### config.mk
export PLATFORM = sky130hd
export DESIGN_NAME = hex_hash_list_parser
export DESIGN_NICKNAME = d
export VERILOG_FILES = /design/src/rtl/hhp_pkg.sv /design/src/rtl/hex_hash_list_parser.sv /design/src/rtl/hhp_fifo.sv /design/src/rtl/hhp_front.sv /design/src/rtl/hhp_back.sv
export SDC_FILE = /design/constraint.sdc
export NUM_CORES = 1
export LEC_CHECK = 0
export BUFFER_PORTS_ARGS = -buffer_cell sky130_fd_sc_hd__buf_2
export CAP_MARGIN = 20
export CORE_UTILIZATION = 52
export DETAILED_ROUTE_END_ITERATION = 8
export PLACE_DENSITY_LB_ADDON = 0.12
export SLEW_MARGIN = 20
export SYNTH_ARGS = -nofsm -noshare
export SYNTH_HDL_FRONTEND = slang
export SYNTH_HIERARCHICAL = 1
export SYNTH_SLANG_ARGS = --single-unit
### constraint.sdc
create_clock -name clk_i -period 4.9 [get_ports clk_i]
set_clock_uncertainty 0.05 [all_clocks]
set_input_delay 1.47 -clock clk_i [delete_from_list [all_inputs] [get_ports clk_i]]
set_output_delay 1.47 -clock clk_i [all_outputs]
set_load 0.1 [all_outputs]
### src/rtl/hhp_pkg.sv
`default_nettype none
// ---------------------------------------------------------------------------
// hhp_pkg: shared types and constants of the hex hash list parser
// Item and result payloads, result kinds, parser phases and the command
// flags that travel from the front end to the back end.
// ---------------------------------------------------------------------------
package hhp_pkg;

  localparam int unsigned HashBytesW = 6;
  localparam logic [HashBytesW-1:0] HashBytesReset = 6'd20;

  localparam logic [7:0] ChSpace = 8'h20;
  localparam logic [7:0] ChTab   = 8'h09;
  localparam logic [7:0] ChCr    = 8'h0D;
  localparam logic [7:0] ChLf    = 8'h0A;

  typedef enum logic [2:0] {
    KIND_NODE    = 3'd0,
    KIND_TGT     = 3'd1,
    KIND_END_TGT = 3'd2,
    KIND_END_SEQ = 3'd3,
    KIND_BAD     = 3'd4,
    KIND_READ    = 3'd5
  } kind_e;

  typedef enum logic [1:0] {
    PH_NODE = 2'd0,
    PH_TGT  = 2'd1,
    PH_DONE = 2'd2,
    PH_ERR  = 2'd3
  } phase_e;

  typedef struct packed {
    logic [7:0] ch;
    logic       at_end;
    logic       read_fault;
  } item_t;

  typedef struct packed {
    kind_e      kind;
    logic [7:0] byte_value;
    logic       last;
  } result_t;

  // One command per input item that yields results.
  typedef struct packed {
    kind_e hash_kind;
    logic  has_hash;
    logic  bank;
    logic  end_tgt;
    logic  end_seq;
    logic  err;
    kind_e err_kind;
  } cmd_flags_t;

endpackage

`default_nettype wire

### src/rtl/hex_hash_list_parser.sv
`default_nettype none
// ---------------------------------------------------------------------------
// hex_hash_list_parser: hex hash adjacency list parser
// Parses node and target hashes from a character stream into hash bytes.
// ---------------------------------------------------------------------------
// One character request is taken per cycle while full is low. Every item,
// digits and blanks included, waits while full is high. Each item that yields
// results becomes a command in a two-entry queue; the back end loads it,
// then expands it at one result per cycle while the result queue has room.
// The hash store has two banks: full rises while both banks hold hashes
// that still await emission, or the command queue is full. There is no
// clearing pass after reset.
module hex_hash_list_parser
  import hhp_pkg::*;
#(
  parameter int unsigned MaxHashBytes = 32
) (
  input  wire logic                  clk_i,
  input  wire logic                  rst_ni,
  input  wire logic                  push,
  output logic                       full,
  input  wire item_t                 item_i,
  output logic                       empty,
  input  wire logic                  pop,
  output result_t                    result_o,
  input  wire logic                  cfg_we_i,
  input  wire logic [HashBytesW-1:0] cfg_wdata_i
);

  localparam int unsigned LenW  = $clog2(MaxHashBytes + 1);
  localparam int unsigned AddrW = (MaxHashBytes > 1) ? $clog2(MaxHashBytes) : 1;
  localparam int unsigned CmdW  = $bits(cmd_flags_t) + 2 * LenW;

  logic            cmd_push, cmd_full, cmd_pop, cmd_empty;
  cmd_flags_t      wr_flags, rd_flags;
  logic [LenW-1:0] wr_zeros, wr_nbytes, rd_zeros, rd_nbytes;
  logic [CmdW-1:0] cmd_wdata, cmd_rdata;
  logic [$clog2(2+1)-1:0] cmd_count;
  logic            hash_done, mem_we;
  logic [AddrW:0]  mem_waddr;
  logic [7:0]      mem_wdata;

  hhp_front #(
    .MaxHashBytes(MaxHashBytes),
    .LenW        (LenW),
    .AddrW       (AddrW)
  ) u_front (
    .clk_i       (clk_i),
    .rst_ni      (rst_ni),
    .push_i      (push),
    .full_o      (full),
    .item_i      (item_i),
    .cfg_we_i    (cfg_we_i),
    .cfg_wdata_i (cfg_wdata_i),
    .cmd_full_i  (cmd_full),
    .cmd_push_o  (cmd_push),
    .cmd_flags_o (wr_flags),
    .cmd_zeros_o (wr_zeros),
    .cmd_nbytes_o(wr_nbytes),
    .hash_done_i (hash_done),
    .mem_we_o    (mem_we),
    .mem_waddr_o (mem_waddr),
    .mem_wdata_o (mem_wdata)
  );

  assign cmd_wdata = {wr_flags, wr_zeros, wr_nbytes};

  hhp_fifo #(
    .Width(CmdW),
    .Depth(2)
  ) u_cmd_fifo (
    .clk_i  (clk_i),
    .rst_ni (rst_ni),
    .push_i (cmd_push),
    .wdata_i(cmd_wdata),
    .full_o (cmd_full),
    .pop_i  (cmd_pop),
    .rdata_o(cmd_rdata),
    .empty_o(cmd_empty),
    .count_o(cmd_count)
  );

  assign {rd_flags, rd_zeros, rd_nbytes} = cmd_rdata;

  hhp_back #(
    .LenW (LenW),
    .AddrW(AddrW)
  ) u_back (
    .clk_i       (clk_i),
    .rst_ni      (rst_ni),
    .cmd_empty_i (cmd_empty),
    .cmd_pop_o   (cmd_pop),
    .cmd_flags_i (rd_flags),
    .cmd_zeros_i (rd_zeros),
    .cmd_nbytes_i(rd_nbytes),
    .hash_done_o (hash_done),
    .mem_we_i    (mem_we),
    .mem_waddr_i (mem_waddr),
    .mem_wdata_i (mem_wdata),
    .empty_o     (empty),
    .pop_i       (pop),
    .result_o    (result_o)
  );

  // Occupancy is tracked by the full and empty flags alone.
  logic unused_count;
  assign unused_count = ^cmd_count;

endmodule

`default_nettype wire

### src/rtl/hhp_fifo.sv
`default_nettype none
// ---------------------------------------------------------------------------
// hhp_fifo: small flop based queue
// Push and pop in the same cycle; head entry is shown while not empty.
// ---------------------------------------------------------------------------
module hhp_fifo #(
  parameter int unsigned Width = 8,
  parameter int unsigned Depth = 2
) (
  input  wire logic                           clk_i,
  input  wire logic                           rst_ni,
  input  wire logic                           push_i,
  input  wire logic [Width-1:0]               wdata_i,
  output logic                                full_o,
  input  wire logic                           pop_i,
  output logic [Width-1:0]                    rdata_o,
  output logic                                empty_o,
  output logic [$clog2(Depth+1)-1:0]          count_o
);

  localparam int unsigned PtrW = (Depth > 1) ? $clog2(Depth) : 1;
  localparam int unsigned CntW = $clog2(Depth + 1);

  logic [Width-1:0] store_q [Depth];
  logic [PtrW-1:0]  wr_ptr_q, wr_ptr_d, rd_ptr_q, rd_ptr_d;
  logic [CntW-1:0]  count_q, count_d;
  logic             do_push, do_pop;

  assign full_o  = (count_q == CntW'(Depth));
  assign empty_o = (count_q == '0);
  assign count_o = count_q;
  assign rdata_o = store_q[rd_ptr_q];
  assign do_push = push_i && !full_o;
  assign do_pop  = pop_i && !empty_o;

  always_comb begin
    wr_ptr_d = wr_ptr_q;
    rd_ptr_d = rd_ptr_q;
    count_d  = count_q;
    if (do_push) begin
      wr_ptr_d = (wr_ptr_q == PtrW'(Depth - 1)) ? '0 : wr_ptr_q + 1'b1;
    end
    if (do_pop) begin
      rd_ptr_d = (rd_ptr_q == PtrW'(Depth - 1)) ? '0 : rd_ptr_q + 1'b1;
    end
    if (do_push && !do_pop) begin
      count_d = count_q + 1'b1;
    end else if (do_pop && !do_push) begin
      count_d = count_q - 1'b1;
    end
  end

  always_ff @(posedge clk_i or negedge rst_ni) begin
    if (!rst_ni) begin
      wr_ptr_q <= '0;
      rd_ptr_q <= '0;
      count_q  <= '0;
    end else begin
      wr_ptr_q <= wr_ptr_d;
      rd_ptr_q <= rd_ptr_d;
      count_q  <= count_d;
    end
  end

  always_ff @(posedge clk_i) begin
    if (do_push) begin
      store_q[wr_ptr_q] <= wdata_i;
    end
  end

endmodule

`default_nettype wire

### src/rtl/hhp_front.sv
`default_nettype none
// ---------------------------------------------------------------------------
// hhp_front: character classifier and parser state
// Takes one request per cycle while not full, tracks node/target phase,
// packs hex digits into hash store bytes, issues one command per result group.
// ---------------------------------------------------------------------------
module hhp_front
  import hhp_pkg::*;
#(
  parameter int unsigned MaxHashBytes = 32,
  parameter int unsigned LenW         = 6,
  parameter int unsigned AddrW        = 5
) (
  input  wire logic                  clk_i,
  input  wire logic                  rst_ni,
  input  wire logic                  push_i,
  output logic                       full_o,
  input  wire item_t                 item_i,
  input  wire logic                  cfg_we_i,
  input  wire logic [HashBytesW-1:0] cfg_wdata_i,
  input  wire logic                  cmd_full_i,
  output logic                       cmd_push_o,
  output cmd_flags_t                 cmd_flags_o,
  output logic [LenW-1:0]            cmd_zeros_o,
  output logic [LenW-1:0]            cmd_nbytes_o,
  input  wire logic                  hash_done_i,
  output logic                       mem_we_o,
  output logic [AddrW:0]             mem_waddr_o,
  output logic [7:0]                 mem_wdata_o
);

  phase_e                phase_q, phase_d;
  logic                  in_digits_q, in_digits_d;
  logic                  expect_high_q, expect_high_d;
  logic [LenW-1:0]       filled_q, filled_d;
  logic [3:0]            nib_q, nib_d;
  kind_e                 err_q, err_d;
  logic                  bank_q, bank_d;
  logic [1:0]            hcount_q, hcount_d;
  logic [HashBytesW-1:0] hash_bytes_q;

  logic       accept;
  logic [LenW-1:0] len;
  logic       is_ws, is_eol, nib_ok, digit, do_fail;
  logic [3:0] nib;
  kind_e      fail_kind;
  cmd_flags_t fl;

  always_comb begin
    if (hash_bytes_q == '0) begin
      len = LenW'(1);
    end else if (32'(hash_bytes_q) > MaxHashBytes) begin
      len = LenW'(MaxHashBytes);
    end else begin
      len = LenW'(hash_bytes_q);
    end
  end

  assign is_ws  = (item_i.ch == ChSpace) || (item_i.ch >= ChTab && item_i.ch <= ChCr);
  assign is_eol = (item_i.ch == ChCr) || (item_i.ch == ChLf);

  always_comb begin
    nib_ok = 1'b1;
    nib    = 4'h0;
    if (item_i.ch >= "0" && item_i.ch <= "9") begin
      nib = 4'(item_i.ch - "0");
    end else if (item_i.ch >= "A" && item_i.ch <= "F") begin
      nib = 4'(item_i.ch - "A" + 8'd10);
    end else if (item_i.ch >= "a" && item_i.ch <= "f") begin
      nib = 4'(item_i.ch - "a" + 8'd10);
    end else begin
      nib_ok = 1'b0;
    end
  end

  // Hold input while both store banks await emission or the command queue is full.
  assign full_o = cmd_full_i || (hcount_q == 2'd2);
  assign accept = push_i && !full_o;

  always_comb begin
    phase_d       = phase_q;
    in_digits_d   = in_digits_q;
    expect_high_d = expect_high_q;
    filled_d      = filled_q;
    nib_d         = nib_q;
    err_d         = err_q;
    bank_d        = bank_q;
    fl            = '0;
    fl.hash_kind  = (phase_q == PH_NODE) ? KIND_NODE : KIND_TGT;
    fl.err_kind   = KIND_BAD;
    fl.bank       = bank_q;
    cmd_push_o    = 1'b0;
    cmd_zeros_o   = '0;
    cmd_nbytes_o  = '0;
    mem_we_o      = 1'b0;
    digit         = 1'b0;
    do_fail       = 1'b0;
    fail_kind     = KIND_BAD;

    if (accept) begin
      if (phase_q == PH_DONE) begin
        fl.end_seq = 1'b1;
        cmd_push_o = 1'b1;
      end else if (phase_q == PH_ERR) begin
        fl.err      = 1'b1;
        fl.err_kind = err_q;
        cmd_push_o  = 1'b1;
      end else if (item_i.read_fault) begin
        do_fail   = 1'b1;
        fail_kind = KIND_READ;
      end else if (in_digits_q) begin
        if (!item_i.at_end && !is_ws) begin
          digit = 1'b1;
        end else if (!expect_high_q || filled_q > len) begin
          do_fail = 1'b1;
        end else begin
          // Close the hash: leading zeros, then the stored bytes.
          fl.has_hash   = 1'b1;
          cmd_zeros_o   = len - filled_q;
          cmd_nbytes_o  = filled_q;
          cmd_push_o    = 1'b1;
          bank_d        = ~bank_q;
          in_digits_d   = 1'b0;
          expect_high_d = 1'b1;
          filled_d      = '0;
          phase_d       = PH_TGT;
          if (item_i.at_end) begin
            fl.end_tgt = 1'b1;
            fl.end_seq = 1'b1;
            phase_d    = PH_DONE;
          end else if (is_eol) begin
            fl.end_tgt = 1'b1;
            phase_d    = PH_NODE;
          end
        end
      end else begin
        if (item_i.at_end) begin
          fl.end_tgt = (phase_q == PH_TGT);
          fl.end_seq = 1'b1;
          cmd_push_o = 1'b1;
          phase_d    = PH_DONE;
        end else if (phase_q == PH_TGT && is_eol) begin
          fl.end_tgt = 1'b1;
          cmd_push_o = 1'b1;
          phase_d    = PH_NODE;
        end else if (!is_ws) begin
          in_digits_d = 1'b1;
          digit       = 1'b1;
        end
      end

      // Outside a hash filled is zero and a high nibble is due.
      if (digit) begin
        if (!nib_ok || filled_q >= len) begin
          do_fail = 1'b1;
        end else if (expect_high_q) begin
          nib_d         = nib;
          expect_high_d = 1'b0;
        end else begin
          mem_we_o      = 1'b1;
          expect_high_d = 1'b1;
          filled_d      = filled_q + 1'b1;
        end
      end

      if (do_fail) begin
        fl             = '0;
        fl.hash_kind   = KIND_NODE;
        fl.bank        = bank_q;
        fl.err         = 1'b1;
        fl.err_kind    = fail_kind;
        cmd_zeros_o    = '0;
        cmd_nbytes_o   = '0;
        cmd_push_o     = 1'b1;
        mem_we_o       = 1'b0;
        bank_d         = bank_q;
        phase_d        = PH_ERR;
        err_d          = fail_kind;
        in_digits_d    = 1'b0;
        expect_high_d  = 1'b1;
        filled_d       = '0;
      end
    end
  end

  assign cmd_flags_o = fl;
  assign mem_waddr_o = {bank_q, filled_q[AddrW-1:0]};
  assign mem_wdata_o = {nib_q, nib};

  always_comb begin
    hcount_d = hcount_q;
    if ((cmd_push_o && fl.has_hash) && !hash_done_i) begin
      hcount_d = hcount_q + 1'b1;
    end else if (!(cmd_push_o && fl.has_hash) && hash_done_i) begin
      hcount_d = hcount_q - 1'b1;
    end
  end

  always_ff @(posedge clk_i or negedge rst_ni) begin
    if (!rst_ni) begin
      phase_q       <= PH_NODE;
      in_digits_q   <= 1'b0;
      expect_high_q <= 1'b1;
      filled_q      <= '0;
      err_q         <= KIND_BAD;
      bank_q        <= 1'b0;
      hcount_q      <= '0;
      hash_bytes_q  <= HashBytesReset;
    end else begin
      phase_q       <= phase_d;
      in_digits_q   <= in_digits_d;
      expect_high_q <= expect_high_d;
      filled_q      <= filled_d;
      err_q         <= err_d;
      bank_q        <= bank_d;
      hcount_q      <= hcount_d;
      if (cfg_we_i) begin
        hash_bytes_q <= cfg_wdata_i;
      end
    end
  end

  always_ff @(posedge clk_i) begin
    nib_q <= nib_d;
  end

endmodule

`default_nettype wire

### src/rtl/hhp_back.sv
`default_nettype none
// ---------------------------------------------------------------------------
// hhp_back: result sequencer
// Holds the two-bank hash store, expands each command into result items
// one per cycle while the result queue has room, and buffers them in it.
// ---------------------------------------------------------------------------
module hhp_back
  import hhp_pkg::*;
#(
  parameter int unsigned LenW  = 6,
  parameter int unsigned AddrW = 5
) (
  input  wire logic            clk_i,
  input  wire logic            rst_ni,
  input  wire logic            cmd_empty_i,
  output logic                 cmd_pop_o,
  input  wire cmd_flags_t      cmd_flags_i,
  input  wire logic [LenW-1:0] cmd_zeros_i,
  input  wire logic [LenW-1:0] cmd_nbytes_i,
  output logic                 hash_done_o,
  input  wire logic            mem_we_i,
  input  wire logic [AddrW:0]  mem_waddr_i,
  input  wire logic [7:0]      mem_wdata_i,
  output logic                 empty_o,
  input  wire logic            pop_i,
  output result_t              result_o
);

  localparam int unsigned OutDepth = 4;
  localparam int unsigned OutCntW  = $clog2(OutDepth + 1);

  logic [7:0] mem_q [2**(AddrW+1)];
  logic [7:0] rd_data_q;

  logic            cur_v_q, cur_v_d;
  cmd_flags_t      cur_q, cur_d;
  logic [LenW-1:0] zl_q, zl_d, bl_q, bl_d;
  logic [AddrW-1:0] idx_q, idx_d;

  logic  infl_v_q, infl_mem_q, infl_last_q;
  kind_e infl_kind_q;

  logic               rd_en, issue, room, emit_mem, emit_last;
  kind_e              emit_kind;
  logic [OutCntW-1:0] res_count;
  logic               res_full;
  result_t            res_w;
  logic [$bits(result_t)-1:0] res_rdata;

  // Count the item in flight so the queue never overflows.
  assign room  = ({1'b0, res_count} + (OutCntW + 1)'(infl_v_q)) < (OutCntW + 1)'(OutDepth);
  assign issue = cur_v_q && room;
  assign cmd_pop_o = !cur_v_q && !cmd_empty_i;

  always_comb begin
    cur_v_d     = cur_v_q;
    cur_d       = cur_q;
    zl_d        = zl_q;
    bl_d        = bl_q;
    idx_d       = idx_q;
    rd_en       = 1'b0;
    emit_kind   = cur_q.hash_kind;
    emit_mem    = 1'b0;
    emit_last   = 1'b0;
    hash_done_o = 1'b0;
    if (cmd_pop_o) begin
      cur_v_d = 1'b1;
      cur_d   = cmd_flags_i;
      zl_d    = cmd_zeros_i;
      bl_d    = cmd_nbytes_i;
      idx_d   = '0;
    end else if (issue) begin
      if (zl_q != '0) begin
        zl_d = zl_q - 1'b1;
      end else if (bl_q != '0) begin
        bl_d     = bl_q - 1'b1;
        idx_d    = idx_q + 1'b1;
        rd_en    = 1'b1;
        emit_mem = 1'b1;
      end else if (cur_q.end_tgt) begin
        cur_d.end_tgt = 1'b0;
        emit_kind     = KIND_END_TGT;
      end else if (cur_q.end_seq) begin
        cur_d.end_seq = 1'b0;
        emit_kind     = KIND_END_SEQ;
      end else begin
        cur_d.err = 1'b0;
        emit_kind = cur_q.err_kind;
      end
      emit_last = (zl_d == '0) && (bl_d == '0) && !cur_d.end_tgt && !cur_d.end_seq
                  && !cur_d.err;
      if (emit_last) begin
        cur_v_d     = 1'b0;
        hash_done_o = cur_q.has_hash;
      end
    end
  end

  always_ff @(posedge clk_i or negedge rst_ni) begin
    if (!rst_ni) begin
      cur_v_q  <= 1'b0;
      infl_v_q <= 1'b0;
    end else begin
      cur_v_q  <= cur_v_d;
      infl_v_q <= issue;
    end
  end

  always_ff @(posedge clk_i) begin
    cur_q       <= cur_d;
    zl_q        <= zl_d;
    bl_q        <= bl_d;
    idx_q       <= idx_d;
    infl_kind_q <= emit_kind;
    infl_mem_q  <= emit_mem;
    infl_last_q <= emit_last;
  end

  always_ff @(posedge clk_i) begin
    if (mem_we_i) begin
      mem_q[mem_waddr_i] <= mem_wdata_i;
    end
  end

  always_ff @(posedge clk_i) begin
    if (rd_en) begin
      rd_data_q <= mem_q[{cur_q.bank, idx_q}];
    end
  end

  always_comb begin
    res_w.kind       = infl_kind_q;
    res_w.byte_value = infl_mem_q ? rd_data_q : 8'h00;
    res_w.last       = infl_last_q;
  end

  hhp_fifo #(
    .Width($bits(result_t)),
    .Depth(OutDepth)
  ) u_res_fifo (
    .clk_i  (clk_i),
    .rst_ni (rst_ni),
    .push_i (infl_v_q),
    .wdata_i(res_w),
    .full_o (res_full),
    .pop_i  (pop_i),
    .rdata_o(res_rdata),
    .empty_o(empty_o),
    .count_o(res_count)
  );

  assign result_o = result_t'(res_rdata);

  // The room check keeps pushes off a full queue.
  logic unused_full;
  assign unused_full = res_full;

endmodule

`default_nettype wire

## Word level (Yosys, flattened, before mapping)

Memories as Yosys holds them, arrays and structs flattened. A register that Yosys moved wholly into a read port is not among the register bits.
Index checks and enable logic that the tools add are counted.

| storage, ports and cells | value |
|---|---|
| bits in registers | 72 |
| bits in writable memories | 606 |
| input bits | 21 |
| output and inout bits | 14 |
| word-level logic and storage cells | 330 |
| memories kept | 3 |

Memories:

| name | words | width | read ports | clocked after memory_dff | wr ports | line | source |
|---|---|---|---|---|---|---|---|
| u_back.mem_q | 64 | 8 | 1 | 1 | 1 | hhp_back.sv:32 | `logic [7:0] mem_q [2**(AddrW+1)];` |
| u_back.u_res_fifo.store_q | 4 | 12 | 1 | 0 | 1 | hhp_fifo.sv:24 | `logic [Width-1:0] store_q [Depth];` |
| u_cmd_fifo.store_q | 2 | 23 | 1 | 0 | 1 | hhp_fifo.sv:24 |  |

| operators by class | value |
|---|---|
| add/sub/neg operators | 21 |
| order comparisons | 12 |
| eq/ne operators | 16 |
| mux-type cells | 168 |
| bitwise operators | 10 |
| reductions and logical operators | 70 |

Operators with widths:

| operator | number |
|---|---|
| 6-bit two-way mux | 39 |
| 1-bit two-way mux | 83 |
| 3-bit two-way mux | 16 |
| 2-bit two-way mux | 22 |
| 1-bit logical AND | 24 |
| 11-bit two-way mux | 2 |
| 4-bit two-way mux | 5 |
| 1-bit zero test | 19 |
| 6-bit zero test | 3 |
| 8-bit by 4-bit == test with 1-bit output, second input constant | 2 |
| 8-bit by 7-bit greater-or-equal comparator with 1-bit output, second input constant | 2 |
| 8-bit by 7-bit <= comparator with 1-bit output, second input constant | 2 |
| 2-bit == test, second input constant | 6 |
| 6-bit nonzero test | 2 |
| 4-bit by 1-bit subtractor with 4-bit output, second input constant | 3 |
| 6-bit by 1-bit subtractor with 6-bit output, second input constant | 2 |
| 1-bit NOT | 10 |
| 2-bit nonzero test | 5 |
| 2-bit by 1-bit adder with 2-bit output, second input constant | 4 |
| 4-bit adder, second input constant | 2 |
| 8-bit by 6-bit == test with 1-bit output, second input constant | 1 |
| 8-bit by 4-bit greater-or-equal comparator with 1-bit output, second input constant | 1 |
| 8-bit by 6-bit greater-or-equal comparator with 1-bit output, second input constant | 1 |
| 8-bit by 4-bit <= comparator with 1-bit output, second input constant | 1 |
| other kinds (29) | 40 |

## Logic depth before layout (Yosys ltp)

Gate-level depths: netlist of the first run.

| depth | value |
|---|---|
| depth in word-level cells | 21 |
| mapped depth | 18 |
| depth with buffers taken out | 18 |

## Hierarchy

The synthesis of the first run kept the hierarchy.

Modules (own cells, without submodules):

| module | instances | cells each | area an instance (um^2) | seq. area each (um^2) |
|---|---|---|---|---|
| hhp_back | 1 | 1,162 | 22,046.1 | 16,555.9 |
| hhp_fifo at u_back.u_res_fifo | 1 | 100 | 2,175.8 | 1,616.6 |
| hhp_front | 1 | 239 | 2,065.7 | 624.3 |
| hhp_fifo at u_cmd_fifo | 1 | 91 | 1,959.4 | 1,481.4 |

## Worst setup path before layout of the first run

Ideal clock, no wire load.

| path | value |
|---|---|
| path kind | input port to flip-flop |
| start | input port item_i[5] in the netlist's numbering |
| end | memory u_back.mem_q[0][2] (data pin) |
| setup time | 709 ps |
| arrival time | 4,756 ps |
| data required time | 4,141 ps |
| slack | -615 ps |
| cell stages on the path | 4 |
| path buffers | 0 |
| cell sequence | or4b_4 > nor2_1 > nand2_1 > o21ai_0 |

| between the ends | value |
|---|---|
| word-level cells in the longest chain between the ends | 5 |
| elaborated cells between the ends (all ways) | 12 |
| classes of those cells | order compare: 6; mux: 3; reduce/logical: 3 |

Ends and longest elaborated chain:

| element | line | source |
|---|---|---|
| start, declared | hex_hash_list_parser.sv:22 | `input wire item_t item_i,` |
| 8-bit by 7-bit greater-or-equal comparator with 1-bit output or 8-bit by 7-bit <= comparator with 1-bit output (tied branches) | hhp_front.sv:69 | `end else if (item_i.ch >= "a" && item_i.ch <= "f") begin` |
| 1-bit logical AND | hhp_front.sv:69 |  |
| 4-bit two-way mux | hhp_front.sv:69 |  |
| 4-bit two-way mux | hhp_front.sv:67 | `end else if (item_i.ch >= "A" && item_i.ch <= "F") begin` |
| 4-bit two-way mux (*) | hhp_front.sv:65 | `if (item_i.ch >= "0" && item_i.ch <= "9") begin` |
| named net mem_wdata[2] | hex_hash_list_parser.sv:41 | `logic [7:0] mem_wdata;` |
| end, declared | hhp_back.sv:32 |  |

Mark *: on every way through the listed nets, which the timed path passes. The rest lies on a longest branch.

## Final worst setup path of the first run

| path | value |
|---|---|
| start | input port item_i[3] in the netlist's numbering |
| end | memory u_back.mem_q[23][5], enable pin |

| between the ends | value |
|---|---|
| word-level cells in the longest chain between the ends | 17 |
| elaborated cells between the ends (all ways) | 48 |
| classes of those cells | order compare: 8; eq/ne: 3; mux: 26; reduce/logical: 11 |

Ends and longest elaborated chain:

| element | line | source |
|---|---|---|
| 8-bit by 4-bit greater-or-equal comparator with 1-bit output or 8-bit by 4-bit <= comparator with 1-bit output (tied branches) | hhp_front.sv:59 | `assign is_ws = (item_i.ch == ChSpace) \|\| (item_i.ch >= ChTab && item_i.ch <= ChCr);` |
| 1-bit logical AND | hhp_front.sv:59 |  |
| 1-bit logical OR | hhp_front.sv:59 |  |
| 1-bit two-way mux or 1-bit zero test (tied branches) | hhp_front.sv:146, hhp_front.sv:112 |  |
| 1-bit two-way mux or 1-bit logical AND (tied branches) | hhp_front.sv:142, hhp_front.sv:112 |  |
| 1-bit two-way mux, on equally long branches | hhp_front.sv:137, hhp_front.sv:112 |  |
| 1-bit two-way mux | hhp_front.sv:111 | `end else if (in_digits_q) begin` |
| 1-bit two-way mux | hhp_front.sv:108 | `end else if (item_i.read_fault) begin` |
| [... 2 more ...] | n/a |  |
| 1-bit two-way mux, on equally long branches | hhp_front.sv:100, hhp_front.sv:154 |  |
| 1-bit two-way mux | hhp_front.sv:153 | `if (digit) begin` |
| 1-bit two-way mux | hhp_front.sv:100 | `if (accept) begin` |
| 1-bit two-way mux (*) | hhp_front.sv:166 | `if (do_fail) begin` |
| 1-bit two-way mux (*) | hhp_front.sv:100 |  |
| named net mem_we | hex_hash_list_parser.sv:39 | `logic hash_done, mem_we;` |
| 1-bit two-way mux (*) | hhp_back.sv:120 | `if (mem_we_i) begin` |
| 1-bit two-way mux (implied by the code) (*) | hhp_back.sv:121 | `mem_q[mem_waddr_i] <= mem_wdata_i;` |

Mark *: on every way through the listed nets, which the timed path passes. The rest lies on a longest branch. The select of a mux whose other input is x is not followed.

==> results.cfg, run 1 <==
[finish]
drive_gt1_share_pct = 23.9
multiInputGateArea_sq_um = 7330
antennaDiodeCount = 0
layout.nets = 1754
fill_cells = 3936
syn_to_final_growth_pct = 12.6
fin_area_sq_um = 31800
final_cell_mix = 641 x edfxtp_1, 113 x nor2_1, 111 x mux4_2, 93 x buf_4
area.sequential_sq_um = 20300
final_common_cell = edfxtp_1

[clock_network]
root_buffer = clkbuf_16
clkSlewWorstSetupHoldPaths_ns = 0.06
cts_made_buffers = 71
h-tree-depth = 3
clock-sinks = 684
holdBufCountCts = 0
cts_tree = done
clock_latency_ns = 0.60
cts_resized = 0
post_cts_buffers = 0
cts_buffer_depth = 3

[synth]
ys_seq_elements = 684
synth.distinct_cells = 82
synth_cells = 1592
seq_area_frac_synth_pct = 71.8
synth_edf_count = 641
yosys_warnings = 6
yosys-top-cells-area = edfxtp_1 68%, mux4_2 8.9%, dfrtp_1 2.7%
syn_avg_cell_area_sq_um = 17.7
ys.flop_type = edfxtp_1
synth_top_area_share_pct = 68.1
ys_async_sr_fraction_pct = 4.82
netlist_area_sq_um = 28200
yosys.area.top_type = edfxtp_1

[status]
status = completed

[worst_setup_path]
required_ns = 5.16
crit_top_cell = buf_4
cp_max_fo = 9
crit_path_start_kind = primary input
slowest_stage = nand4_1
end_kind = flip-flop
critPathTopFamily = simple AND/OR/NAND/NOR gates
crit_chain = buf_2, inv_1, ha_1, mux2_1, and3_1, a211oi_1, nand2_1, nor4_2, buf_4, nand4_1, buf_4, nor2_1, buf_4
worst-setup-path-type = primary input to flip-flop
cpPeakStageDelay_ns = 0.44
path_buf_inv = 5
arrival_ns = 4.51

[die]
start_util_pct = 52.6
ioPinCount = 35
die_w_um = 235
die_area_sq_um = 55300
rows = 85
core_area_sq_um = 53700
die_y_um = 235

[sta]
fmax_mhz = 235
rsz0062_at_grt = false
setup_viol = 0
relSlewSlack_pct = 30.5
hold_viol = 0
fin_tns_setup_ns = 0
tightest_slew_ns = 1.04
fin_crit_sh_pct = 86.7
fin_crit_ns = 4.25
maxSlewViolCount = 0

[pwr]
intPower_w = 0.0104
p_sw_w = 0.00388
p_per_area_nw_per_um2 = 449
p_seq_share_pct = 48.9
switching_share_pct = 27.2
p_leak_nw = 9.03
clkPwrFrac_pct = 35.2
combPwrFrac_pct = 15.9
vdd_drop_max_mv = 0.603

[global_route]
antenna_found_initial = 2
grt_max_degree = 69
grt_first_pass_wirelength_um = 97700
grt_use_met2_pct = 36.5
met3_usage_pct = 5.42
overflow = 0
grt_util_met1_pct = 34.8
track_usage_pct = 24.1
grt_pass1_vias = 15000
globalRoute.busiestLayer = met2

[routing]
num_vias = 14900
drc = 0
ant_nets = 0
viasPerCell = 6.06
wirelength_um = 64700
avgRoutedWirePerCell_um = 26.4
drt_iter0_markers = 1321
dr.pass1.iters = 5

[place]
gp_congestion = 0.845
post-dp-hpwl_um = 41100
io_buffer_count = 34
place_area_sq_um = 29600

[job]
drv_cap = 0

[hold_path]
min_path_type = flip-flop to flip-flop
final timing paths:
check                                               startpoint                                   endpoint  slack (ns)  cells after the start
setup / recovery                                     item_i[3]              u_back/mem_q[23][5]$_DFFE_PP_        0.65                     13
hold / removal                 u_front/hcount_q[1]$_DFFE_PN0P_            u_front/hcount_q[1]$_DFFE_PN0P_        0.42                      1
setup reg to reg           u_front/hash_bytes_q[3]$_DFFE_PN0P_              u_back/mem_q[23][5]$_DFFE_PP_        0.91                     15
hold reg to reg                u_front/hcount_q[1]$_DFFE_PN0P_            u_front/hcount_q[1]$_DFFE_PN0P_        0.42                      1
max in group asynchronous                               rst_ni  u_back/u_res_fifo/rd_ptr_q[1]$_DFFE_PN0P_        3.32                      1
min in group asynchronous                               rst_ni            u_front/filled_q[0]$_DFFE_PN0P_        0.94                      1
flip-flops by register name, summed over array words and instances, names as in the netlist, 2 cells and up:
signal / flops
u_front/hash_bytes_q: 6
u_back/u_res_fifo/store_q: 48
u_back/rd_data_q: 8
u_front/hcount_q: 2
u_cmd_fifo/count_o: 2
u_back/infl_kind_q: 3
u_back/bl_q: 6
u_back/idx_q: 5
u_back/u_res_fifo/rd_ptr_q: 2
u_back/u_res_fifo/count_o: 3
u_back/u_res_fifo/wr_ptr_q: 2
u_back/mem_q: 512
u_cmd_fifo/store_q: 46
u_front/filled_q: 6
u_front/phase_q: 2
u_back/zl_q: 6
u_back/cur_q: 11
u_front/nib_q: 4
cell families (layout without fill, tap and decap cells):
kind of cell,count (synthesis),count (layout),synth area share (%)
xor gates and xnor gates,25,25,0.775
AOI/OAI and AO/OA,192,192,4.98
muxes,226,226,13.4
buffers and inverters,131,296,2.35
adders and majority gates,26,26,1.20
and+or+nand+nor,306,306,5.48
DFF,684,684,71.8
other,2,4,0.0266
cells in the mapped netlist (all sizes together) (3+ instances only):
cell type,n
nor4,9
a31o,3
clkbuf,41
nand4,7
o31ai,6
inv,36
edfxtp,641
dfrtp,30
a21o,6
dfstp,3
a311oi,4
nor3,20
xnor2,14
o22ai,21
nor2b,16
nor3b,3
nand2b,10
nand2,50
mux2i,73
a22o,3
and2,18
nand3b,7
ha,24
dfxtp,10
a21oi,22
buf,54
or2,10
and3,9
o31a,3
mux2,42
o221ai,5
xor2,11
a211oi,19
nand3,17
a22oi,16
nor2,115
or3b,4
o21ai,37
a221o,4
o21a,6
or3,5
a31oi,8
a221oi,14
mux4,111
power groups by stage:
stage | logic, W | clock network [W] | registers, W
2_1_floorplan | 0.00198 | 0 | 0.00691
3_3_place_gp | 0.00227 | 0 | 0.00709
3_5_place_dp | 0.00229 | 0 | 0.00711
6_report | 0.00227 | 0.00503 | 0.00698
4_1_cts | 0.00230 | 0.00514 | 0.00699
5_1_grt | 0.00242 | 0.00538 | 0.00703
final cells by class:
| type | instances | share of cell area [%] |
|---|---|---|
| Timing Repair Buffer | 135 | 3.23 |
| Sequential cell | 684 | 63.8 |
| Tap cell | 696 | 2.74 |
| Clock inverter | 34 | 0.704 |
| Clock buffer | 91 | 6.05 |
| Multi-Input combinational cell | 779 | 23.0 |
| Inverter | 36 | 0.425 |
metal layers:
metal	part of all wire, %	vias up
met5	0.020	-
met4	2.5	2
met3	7.3	95
met2	47	506
met1	43	7723
li1	-	6551
through the flow:
step	utilization [%]	total power, W	hold slack (ns)	worst slack (ns)	cells
2_1_floorplan	-	0.00890	0.368	0.241	1594
3_3_place_gp	55.2	0.00937	0.407	0.173	2330
3_5_place_dp	55.2	0.00941	0.413	0.119	2330
4_1_cts	59.2	0.0144	0.424	0.758	2455
5_1_grt	59.2	0.0148	0.437	0.529	2455
6_report	59.2	0.0143	0.417	0.650	2455
worst reg2reg max path: cells and delay by family (launching register included):
family / cells / cell delay [ns]
flops: 1 / 0.39
buf+inv: 4 / 0.85
fa+ha+maj: 2 / 0.41
compound gates: 2 / 0.34
simple gates: 7 / 1.67
Note: power is estimated with default switching activity, not from simulation.
==> run 2, diff against run 1 <==
SYNTH_HIERARCHICAL = default   (was 1)
==> run 2 against run 1 <==
- cell count shrank 8.6%
- count of clock-buffer cells in the layout fell by 8
- global-route usage shrank 1.1 points
- first-iteration DRC count fell by 5.9%
- non-clock buffer count down 5
- fmax is 1.4% higher
- sequential share of layout area about the same
- synthesized area shrank 3.5%
- via count fell by 10%
- hold slack worse by 0.0020 ns
==> results.cfg, run 2 <==
[status]
status = completed

[finish]
layout.nets = 1561
antennaDiodeCount = 0
multiInputGateArea_sq_um = 6940
largest_reg_flops = 512
drive_gt1_share_pct = 29.4
final_cell_mix = 629 x edfxtp_1, 180 x mux4_2, 111 x nor2_1, 87 x buf_4, 74 x clkbuf_16
fill_cells = 3633
regMostFlops = u_back.mem_q
reg_top3 = u_back.mem_q x512, u_back.u_res_fifo.store_q x48, u_cmd_fifo.store_q x38
final_common_cell = edfxtp_1
syn_to_final_growth_pct = 14.5
fin_area_sq_um = 31200
area.sequential_sq_um = 19900

[sta]
fin_tns_setup_ns = 0
hold_viol = 0
tightest_slew_ns = 1.06
rsz0062_at_grt = false
maxSlewViolCount = 0
fin_crit_ns = 4.19
setup_viol = 0
fmax_mhz = 239
relSlewSlack_pct = 28.9
fin_crit_sh_pct = 85.5

[place]
place_area_sq_um = 28800
gp_congestion = 0.861
post-dp-hpwl_um = 36300
io_buffer_count = 34

[global_route]
track_usage_pct = 23.0
grt_first_pass_wirelength_um = 88400
overflow = 0
antenna_found_initial = 0
grt_max_degree = 66
grt_pass1_vias = 13600

[synth]
yosys.area.top_type = edfxtp_1
syn_avg_cell_area_sq_um = 19.7
ys.flop_type = edfxtp_1
netlist_area_sq_um = 27300
seq_area_frac_synth_pct = 73.0
synth_most_common_cell = edfxtp_1
yosys_warnings = 0
synth_cells = 1384
synth.distinct_cells = 76
synth_edf_count = 629
synth_top_area_share_pct = 69.3
yosys-top-cells-area = edfxtp_1 69%, mux4_2 15%, dfrtp_1 2.8%
synth_nets = 1431
ys_seq_elements = 672
yosys-top-cells-count = 629 x edfxtp_1, 180 x mux4_2, 111 x nor2_1
ys_async_sr_fraction_pct = 4.91

[worst_setup_path]
cp_max_fo = 12
end_kind = flip-flop
worst-setup-path-type = flip-flop to flip-flop
crit_path_start_kind = flip-flop
arrival_ns = 4.65
required_ns = 5.36

[routing]
highest_layer = met4
ant_nets = 0
dr.pass1.iters = 7
wirelength_um = 58700
num_vias = 13300
met3_wirelength_um = 3360
avgRoutedWirePerCell_um = 26.2
viasPerCell = 5.94
drt_iter0_markers = 1243
wl_met2_um = 29100
drc = 0
wl_met1_um = 25300

[hold_path]
min_path_type = flip-flop to flip-flop

[clock_network]
post_cts_buffers = 0
cts_buffer_depth = 3
cts_resized = 0
holdBufCountCts = 0
cts_made_buffers = 69
clock_latency_ns = 0.61
root_buffer = clkbuf_16
h-tree-depth = 3
clkSlewWorstSetupHoldPaths_ns = 0.06
cts_tree = done
clock-sinks = 672

[die]
rows = 83
ioPinCount = 35
start_util_pct = 52.8
die_y_um = 231
core_area_sq_um = 51600
die_w_um = 231
die_area_sq_um = 53400

[job]
drv_cap = 0

[pwr]
p_per_area_nw_per_um2 = 506
p_leak_nw = 10.2
vdd_drop_max_mv = 0.311
-- run 2: cell count changes in the layout (fill, tap and decap cells not counted), sizes merged, moves of 12 or more --
cell    previous run  this run
a221oi            14         2
mux2              42        14
a22oi             16         2
o22ai             21         3
edfxtp           641       629
mux2i             73        12
nand2             50        35
mux4             111       180
-- run 2: cell families after synthesis --
kind of cell	Yosys count	synth area share [%]
buffers and inverters	103	1.57
AOI/OAI and AO/OA	108	2.81
and+or+nand+nor	245	4.68
muxes	206	15.9
xor gates and xnor gates	24	0.771
DFF	672	73.0
adders and majority gates	26	1.25
-- run 2: critical path, cell delays in order, from the launching register on --
cell and delay [ns]:
edfxtp_1 0.46, inv_1 0.11, ha_1 0.25, nand2b_1 0.11, or4_1 0.64, o41ai_1 0.53, o21ai_1 0.12, a2111oi_0 0.69
and4_1 0.42, nand3_1 0.11, ha_1 0.20, xor2_1 0.14, nor2_1 0.11, xor2_1 0.16
-- run 2: area by class of cell --
class	count	area share (%)
clock buffer	83	6.04
tap	680	2.72
sequential	672	63.8
inverter	32	0.385
timing repair buffer	130	3.20
multi-input combinational	609	22.2
clock inverter	37	1.62
-- run 2: final timing paths --
path                       slack [ns]                               to                      start  depth (start not counted)
min in group asynchronous        0.93   u_front.phase_q[0]$_DFFE_PN0P_                     rst_ni                          1
setup / recovery                 0.71  u_front.hcount_q[1]$_DFFE_PN0P_   u_back.zl_q[0]$_DFFE_PP_                         13
hold / removal                   0.41    u_back.infl_kind_q[0]$_DFF_P_  u_back.cur_q[8]$_DFFE_PP_                          2
setup reg to reg                 0.71  u_front.hcount_q[1]$_DFFE_PN0P_   u_back.zl_q[0]$_DFFE_PP_                         13
hold reg to reg                  0.41    u_back.infl_kind_q[0]$_DFF_P_  u_back.cur_q[8]$_DFFE_PP_                          2
max in group asynchronous        3.32       u_back.cur_v_q$_DFFE_PN0P_                     rst_ni                          1
-- run 2: metal layers --
metal | GRT usage (%) | up-vias
li1 | - | 5881
met1 | 33.0 | 6956
met2 | 36.9 | 419
met3 | 4.16 | 77
met4 | 5.63 | 0
met5 | 0 | -
-- run 2: report_power, final --
| part | switching [W] | internal (W) |
|---|---|---|
| logic | 0.00198 | 0.00130 |
| clock network | 0.00214 | 0.00338 |
| registers | 0.000381 | 0.00663 |
| total | 0.00450 | 0.0113 |
-- run 2: through the flow --
stage          hold slack [ns]  utilization, %  setup WS (ns)  instances  total power, W
2_1_floorplan            0.368               -          0.336       1384         0.00950
3_3_place_gp             0.397            55.8          0.338       2122          0.0104
3_5_place_dp             0.394            55.8          0.267       2122          0.0105
4_1_cts                  0.412            60.5          0.846       2242          0.0160
5_1_grt                  0.439            60.5          0.437       2243          0.0164
6_report                 0.415            60.5          0.710       2243          0.0158
==> run 3, diff against run 2 <==
CORE_ASPECT_RATIO = 1.25   (was default)
==> run 3 against run 2 <==
- the run now ends with DRC left
- hold slack improved by 0.0030 ns
- non-clock buffer count unchanged
- utilization decreased by 0.73 points
- highest routed layer unchanged
==> results.cfg, run 3 (synthesized netlist as in run 2, its figures left out) <==
[status]
status = finished, violations left
violations = DRC

[sta]
tightest_slew_ns = 1.07
relSlewSlack_pct = 28.3
rsz0062_at_grt = false
fin_tns_setup_ns = 0
setup_viol = 0
fmax_mhz = 250
fin_crit_ns = 4.00
fin_crit_sh_pct = 81.7
maxSlewViolCount = 0
hold_viol = 0

[finish]
final_common_cell = edfxtp_1
area.sequential_sq_um = 19900
syn_to_final_growth_pct = 13.2
largest_reg_flops = 512
antennaDiodeCount = 0
layout.nets = 1553
final_cell_mix = 629 x edfxtp_1, 180 x mux4_2, 111 x nor2_1, 93 x buf_4, 62 x clkbuf_16
drive_gt1_share_pct = 28.9
reg_top3 = u_back.mem_q x512, u_back.u_res_fifo.store_q x48, u_cmd_fifo.store_q x38
fill_cells = 3760
postLayoutCoreUtil_pct = 59.8
multiInputGateArea_sq_um = 6940
regMostFlops = u_back.mem_q
fin_area_sq_um = 30900

[die]
die_w_um = 207
die_area_sq_um = 53400
die_y_um = 258
core_area_sq_um = 51700
ioPinCount = 35
rows = 93
start_util_pct = 52.8

[pwr]
combPwrFrac_pct = 21.2
clkPwrFrac_pct = 33.0
switching_share_pct = 28.5
p_leak_nw = 10.1
vdd_drop_max_mv = 0.323
total_power_w = 0.0153
intPower_w = 0.0109
p_sw_w = 0.00437
p_seq_share_pct = 45.8
p_per_area_nw_per_um2 = 496

[routing]
avgRoutedWirePerCell_um = 26.1
ant_nets = 0
wirelength_um = 57900
viasPerCell = 6.03
drc = 1
dr.pass1.iters = 9
num_vias = 13400
drt_iter0_markers = 1109

[worst_setup_path]
critical_path.startpoint = u_front.filled_q[4]$_DFFE_PN0P_
critPathTopFamily = simple AND/OR/NAND/NOR gates
cpPeakStageDelay_ns = 0.60
reg2reg_from = u_front.filled_q[4]$_DFFE_PN0P_
path_buf_inv = 1
slowest_stage = or4_4
crit_path_start_kind = flip-flop
required_ns = 5.11
crit_chain = inv_1, ha_1, o21ai_1, o21ai_0, o21a_1, o211ai_4, or3_4, or4_4, nor2_2
cp_max_fo = 8
arrival_ns = 4.21
end_kind = flip-flop
worst-setup-path-type = flip-flop to flip-flop

[clock_network]
holdBufCountCts = 0
cts_buffer_depth = 3
clock_latency_ns = 0.62
root_buffer = clkbuf_16
clock-sinks = 672
cts_resized = 0
post_cts_buffers = 0
h-tree-depth = 2
cts_made_buffers = 61
clkSlewWorstSetupHoldPaths_ns = 0.06
cts_tree = done

[global_route]
track_usage_pct = 22.5
antenna_found_initial = 0
grt_first_pass_wirelength_um = 87500
grt_max_degree = 66
grt_pass1_vias = 13700
overflow = 0

[place]
gp_congestion = 0.791
post-dp-hpwl_um = 37400
place_area_sq_um = 28700
io_buffer_count = 34

[job]
drv_cap = 0

[hold_path]
worstHoldStart = u_back.cur_q[8]$_DFFE_PP_
min_path_type = flip-flop to flip-flop
==> run 3: final timing paths <==
kind,endpoint,cells past startpoint,slack [ns]
min in group asynchronous,u_cmd_fifo.rd_ptr_q$_DFFE_PN0P_,1,0.89
max in group asynchronous,u_front.hcount_q[0]$_DFFE_PN0P_,1,3.35
hold / removal,u_back.infl_kind_q[0]$_DFF_P_,2,0.42
setup / recovery,u_back.mem_q[63][7]$_DFFE_PP_,9,0.90
hold reg to reg,u_back.infl_kind_q[0]$_DFF_P_,2,0.42
setup reg to reg,u_back.mem_q[63][7]$_DFFE_PP_,9,0.90
==> run 3: area by class of cell <==
type	count	share of cell area, %
inverter	32	0.389
timing repair buffer	130	3.01
tap	665	2.69
sequential	672	64.5
clock buffer	76	5.26
clock inverter	36	1.64
multi-input combinational	609	22.5
==> run 3: worst reg2reg max path, stage by stage, from the launching register on <==
cell	delay, ns
dfrtp_1	0.58
inv_1	0.40
ha_1	0.47
o21ai_1	0.09
o21ai_0	0.25
o21a_1	0.28
o211ai_4	0.14
or3_4	0.41
or4_4	0.60
nor2_2	0.38
==> run 3: power groups by stage <==
stage | registers, W | clock network, W | logic [W]
2_1_floorplan | 0.00688 | 0 | 0.00262
3_3_place_gp | 0.00713 | 0 | 0.00327
3_5_place_dp | 0.00715 | 0 | 0.00330
4_1_cts | 0.00703 | 0.00515 | 0.00331
5_1_grt | 0.00707 | 0.00533 | 0.00348
6_report | 0.00702 | 0.00505 | 0.00325
==> run 3: metrics by stage <==
step                std cells  setup WS, ns  hold slack, ns
global placement         2108         0.402           0.411
floorplan                1384         0.336           0.368
detailed placement       2108         0.361           0.415
finish                   2220         0.897           0.418
global route             2220         0.632           0.464
CTS                      2220         0.836           0.421
==> run 3: metal layers <==
metal	share of wire, %	routed length (um)	GRT usage [%]	up-vias
li1	-	-	-	5855
met5	0	0	0	-
met2	51	29600	37.7	353
met1	41	23800	30.5	7089
met3	4.6	2690	2.89	91
met4	3.1	1790	8.01	0
